==> config.mk <==
export PLATFORM = sky130hd
export DESIGN_NAME = aprns_mul_unit
export DESIGN_NICKNAME = d
export VERILOG_FILES = /design/src/hdl/aprns_pkg.sv /design/src/hdl/aprns_mul_unit.sv
export SDC_FILE = /design/constraint.sdc
export NUM_CORES = 2
export LEC_CHECK = 0
export ABC_CLOCK_PERIOD_IN_PS = 9120
export BUFFER_PORTS_ARGS = -buffer_cell sky130_fd_sc_hd__buf_2
export CAP_MARGIN = 20
export CORE_ASPECT_RATIO = 0.5
export CORE_MARGIN = 1.5
export CORE_UTILIZATION = 50
export CTS_BUF_LIST = sky130_fd_sc_hd__clkbuf_4 sky130_fd_sc_hd__clkbuf_8
export CTS_CLUSTER_SIZE = 30
export DETAILED_ROUTE_END_ITERATION = 6
export GPL_ROUTABILITY_DRIVEN = 0
export PLACE_DENSITY = 0.69
export SYNTH_ARGS = -nofsm -noshare
export SYNTH_HDL_FRONTEND = slang
export SYNTH_SLANG_ARGS = --single-unit
==> constraint.sdc <==
create_clock -name aclk -period 9.12 [get_ports aclk]
set_clock_uncertainty 0.2 [all_clocks]
set_input_delay 1.368 -clock aclk [delete_from_list [all_inputs] [get_ports aclk]]
set_output_delay 1.368 -clock aclk [all_outputs]
set_load 0.01 [all_outputs]
==> src/hdl/aprns_pkg.sv <==
package aprns_pkg;

    // Field widths
    localparam int COORD_W    = 24;
    localparam int SIZE_W     = 16;
    localparam int GAIN_W     = 16;
    localparam int ID_W       = 5;

    // Shared multiplier: unsigned operands, full-width product
    localparam int MUL_W      = 33;
    localparam int PROD_W     = 2 * MUL_W;

    // Squared distance: three squares of 24-bit magnitudes
    localparam int D2_W       = 50;
    localparam int SQ_W       = 2 * COORD_W;

    // Distance scaling: Q12.12 squared vs (Q4.12 * Q4.12) squared
    localparam int SH_OWN     = 24;
    localparam int SH_MEAN    = 26;
    localparam int CMP_W      = D2_W + SH_MEAN;

    // Configuration port
    localparam int CFG_IDX_W  = 2;
    localparam int CFG_DATA_W = 16;

    localparam logic [CFG_IDX_W-1:0] REG_RADIUS_MODE    = 2'd0;
    localparam logic [CFG_IDX_W-1:0] REG_RADIUS_GAIN    = 2'd1;
    localparam logic [CFG_IDX_W-1:0] REG_INCLUDE_SELF   = 2'd2;
    localparam logic [CFG_IDX_W-1:0] REG_USE_THREE_DIMS = 2'd3;

    localparam logic [GAIN_W-1:0] GAIN_RESET = 16'd4096;

    typedef struct packed {
        logic [ID_W-1:0] point_id;
        logic [ID_W-1:0] other_id;
        logic            new_reaches_other;
        logic            other_reaches_new;
        logic            overflow;
    } result_t;

endpackage

==> src/hdl/aprns_mul_unit.sv <==
module aprns_mul_unit (
    input  logic                       aclk,
    input  logic                       en,
    input  logic [aprns_pkg::MUL_W-1:0]  op_a,
    input  logic [aprns_pkg::MUL_W-1:0]  op_b,
    output logic [aprns_pkg::PROD_W-1:0] prod
);
    import aprns_pkg::*;

    logic [PROD_W-1:0] prod_reg;

    // Registered product; hold while idle so consumers can stall
    always_ff @(posedge aclk) begin
        if (en) begin
            prod_reg <= PROD_W'(op_a) * PROD_W'(op_b);
        end
    end

    assign prod = prod_reg;

endmodule

-- Word-level counts from Yosys, hierarchy flattened
Cells that the tools add are included.
- multiply operators: 1
- operator list (cell ; count):
    multiplier 33 x 33 -> 66 bit ; 1
- register bits after elaboration: 66
- output and inout port bits: 66
- word-level logic and storage cells: 2

-- Depth between registers and ports, before layout
- word-level depth: 1
- depth in mapped cells: 30
- depth with buffers taken out: 28

-- Worst setup path before layout
OpenSTA, ideal clock, no wires.
- path kind: input port to flip-flop
- from: input port op_b[0] (netlist name)
- to: register prod_reg[58] (netlist: prod[58]) (data pin)
- setup time: 261 ps
- arrival time: 8334 ps
- data required time: 8659 ps
- setup slack: 326 ps
- cell stages on the path: 28
- path buffers: 2
- cells stage by stage: clkbuf_1 > and2_1 > fa_1 > inv_1 > fa_1 > inv_1 > fa_1 > inv_1 > fa_1 > inv_1 > fa_1 > fa_1 > fa_1 > inv_1 > fa_1 > inv_1 > ha_1 > buf_2 > nand2_1 > or4_1 > or3_1 > o22ai_1 > o211a_1 > o21ai_2 > nand3b_4 > o31a_1 > o21ai_2 > xor2_1
- longest elaborated chain between the ends: 1
- ends and longest elaborated chain (item ; line ; RTL):
    start: declaration ; aprns_mul_unit.sv:5 ; input logic [aprns_pkg::MUL_W-1:0] op_b,
    multiplier 33 x 33 -> 66 bit ; aprns_mul_unit.sv:15 ; prod_reg <= PROD_W'(op_a) * PROD_W'(op_b);
    end signal: assignment ; aprns_mul_unit.sv:15 ;
    end: declaration ; aprns_mul_unit.sv:10 ; logic [PROD_W-1:0] prod_reg;
No other way between the ends.
A chain may end at the register's enable or synchronous reset.

-- Worst setup path after layout
- from: input port op_b[1] (netlist name)
- to: register prod_reg[58] (netlist: prod[58]) (data pin)
The elaborated chain is that of the path after synthesis.

==> results_dict.tcl <==
set metrics [dict create \
    grt_remaining_overflow 0 \
    cts_tree "done" \
    h-tree-depth 3 \
    fp.dieH_um 196.0 \
    detail_route.iter0.violations 1786 \
    cp_data_arrival_time_ps 8840 \
    path_max_fanout 12 \
    vias 27190 \
    dpl_cell_area_um2 39990 \
    dieWidth_um 389.1 \
    routed_wirelength_mm 93.84 \
    largest_reg_flops 66 \
    min_period_over_period_pct 97.61 \
    dp_hpwl_mm 81.16 \
    crit_type "in2reg" \
    cp_top_family "adder cells" \
    via_per_inst 5.245 \
    drc 0 \
    synthCells 4048 \
    startpoint "op_b[1]" \
    hold_viol 0 \
    synth_warnings 0 \
    synth_cell_types 57 \
    cts_root_buffer "clkbuf_8" \
    synth_edf_count 66 \
    die-area_um2 76280 \
    drive_above_1_share_pct 8.996 \
    status "finished clean" \
    gr-usage-all-layers_pct 25.81 \
    firstDrtPassIters 6 \
    min_path_type "in2reg" \
    clkTransAtPathRegs_ps 90 \
    grt_first_pass_wirelength_mm 154.3 \
    clockBufferDepth 2 \
    antenna_left 0 \
    critPathBufInv 9 \
    ys_ff_latch 66 \
    numCtsBuffers 9 \
    cp.required_ps 9060 \
    port_buffers 133 \
    critPathLaunchType "input port" \
    max_stage_delay_ps 540 \
    path_common_cell "fa_1" \
    fp.coreArea_um2 73400 \
    async_flop_share_pct 0 \
    slew_violations 0 \
    row_count 70 \
    path_depth 29 \
    postCtsHoldBufs 0 \
    fmax_ghz 0.1123 \
    start_util_pct 50.77 \
    area_growth_pct 8.038 \
    pin_count 134 \
    synth_ff_type "edfxtp_1" \
    report.final.setup_viol 0 \
    syn-num-nets 5339 \
    nets 5488 \
    grt_pass1_vias 29940 \
    avgSynthCellArea_um2 9.206 \
    max_slew_margin_pct 39.86 \
    drv_cap 0 \
    seq_area_frac_synth_pct 5.318 \
    crit_slowest_cell "fa_1" \
    end_kind "flop" \
    syn_area_um2 37270 \
    clock-sinks 66 \
    grt_antenna_before_repair 14 \
    endpoint "prod[58]" \
    postLayoutCellArea_um2 40260 \
    postCtsSetupBuffers 0 \
    wl_per_cell_um 18.10 \
    worst_pin_slew_ps 902.1 \
    cts_resized 0 \
    period_minus_slack_ps 8902 \
    grt_max_degree 67 \
]
## cell families after synthesis
kind of cell / Yosys count / synth area share (%)
flip-flops: 66 / 5.318
buffers and inverters: 1260 / 12.70
adder cells (fa/ha/maj): 1223 / 60.36
AND/OR/NAND/NOR: 1233 / 16.70
XOR/XNOR: 65 / 1.528
AO/OA/AOI/OAI: 201 / 3.391
## layout make-up
type / instances / area (um^2)
fillers: 6612 / 33130
well taps: 972 / 1216
diodes: 10 / 25.02
flip-flops and latches: 66 / 1982
repair buffers: 349 / 2308
inverters: 1049 / 3938
multi-input cells: 2722 / 30600
clock buffers: 11 / 138.9
clock inverters: 5 / 55.05
## layout by cell type, fill, tap and decap left out, drive strengths merged, types with 4 or more instances in the layout
cell | synthesis | routed
nand4 | 16 | 16
nor2 | 33 | 33
xnor2 | 41 | 41
and4 | 4 | 4
buf | 2 | 347
a21o | 31 | 31
ha | 265 | 265
nand2 | 568 | 568
fa | 958 | 958
diode | 0 | 10
a21oi | 73 | 73
clkbuf | 209 | 13
nor2b | 6 | 6
nor3 | 4 | 4
o21ai | 40 | 40
a211oi | 5 | 5
and3 | 7 | 7
xor2 | 24 | 24
inv | 1049 | 1049
and2 | 574 | 574
a31oi | 6 | 6
edfxtp | 66 | 66
nand3 | 10 | 10
o21bai | 8 | 8
o21a | 7 | 7
## routing by layer
| metal | global-route usage (%) | wire length [um] |
|---|---|---|
| met1 | 32.70 | 36450 |
| met2 | 46.21 | 48960 |
| met3 | 2.560 | 4784 |
| met4 | 9.144 | 3650 |
| met5 | 0 | 0 |
## worst min path at each step
stage	startpoint	to	depth (start not counted)
after floorplan	en	prod[0]	0
after global placement	prod[50]	prod[50]	1
after detailed placement	prod[8]	prod[8]	1
after CTS	en	prod[60]	2
after global routing	op_b[0]	prod[0]	3
final	en	prod[60]	2
## cell usage after synthesis (3+ instances only)
cell type / count / area share (%)
xor2_1: 24 / 0.56
and4_1: 4 / 0.094
a31oi_1: 6 / 0.10
a21oi_1: 73 / 0.98
o21bai_1: 8 / 0.16
a211oi_1: 5 / 0.10
nand3_1: 10 / 0.13
o31ai_1: 3 / 0.060
a21boi_1: 3 / 0.060
ha_1: 265 / 8.9
xnor2_1: 41 / 0.96
inv_1: 1048 / 11
o21a_1: 7 / 0.14
nand2_1: 567 / 5.7
edfxtp_1: 66 / 5.3
nand4_1: 16 / 0.27
and3_1: 7 / 0.12
nor2b_1: 6 / 0.10
and2_1: 574 / 9.6
a21o_1: 31 / 0.62
nor3_1: 4 / 0.054
clkbuf_1: 209 / 2.1
fa_1: 958 / 51
o21ai_1: 23 / 0.31
nor2_1: 33 / 0.33
o21ai_0: 15 / 0.20
## metrics by stage
step	hold WS, ps	setup TNS (ps)	std cells	utilization, %	worst slack [ps]
floorplan	1281	0	4048	-	325.6
global placement	1581	-880.9	5158	54.48	-381.6
detailed placement	1577	-1276	5158	54.48	-367.4
CTS	1509	0	5174	54.75	31.71
global route	1521	-37.11	5184	54.86	-28.20
finish	1490	0	5184	54.86	217.9
Power is left out: the tool's default activity adds up to more than one toggle a clock period on the data nets, which glitch-free logic cannot reach.
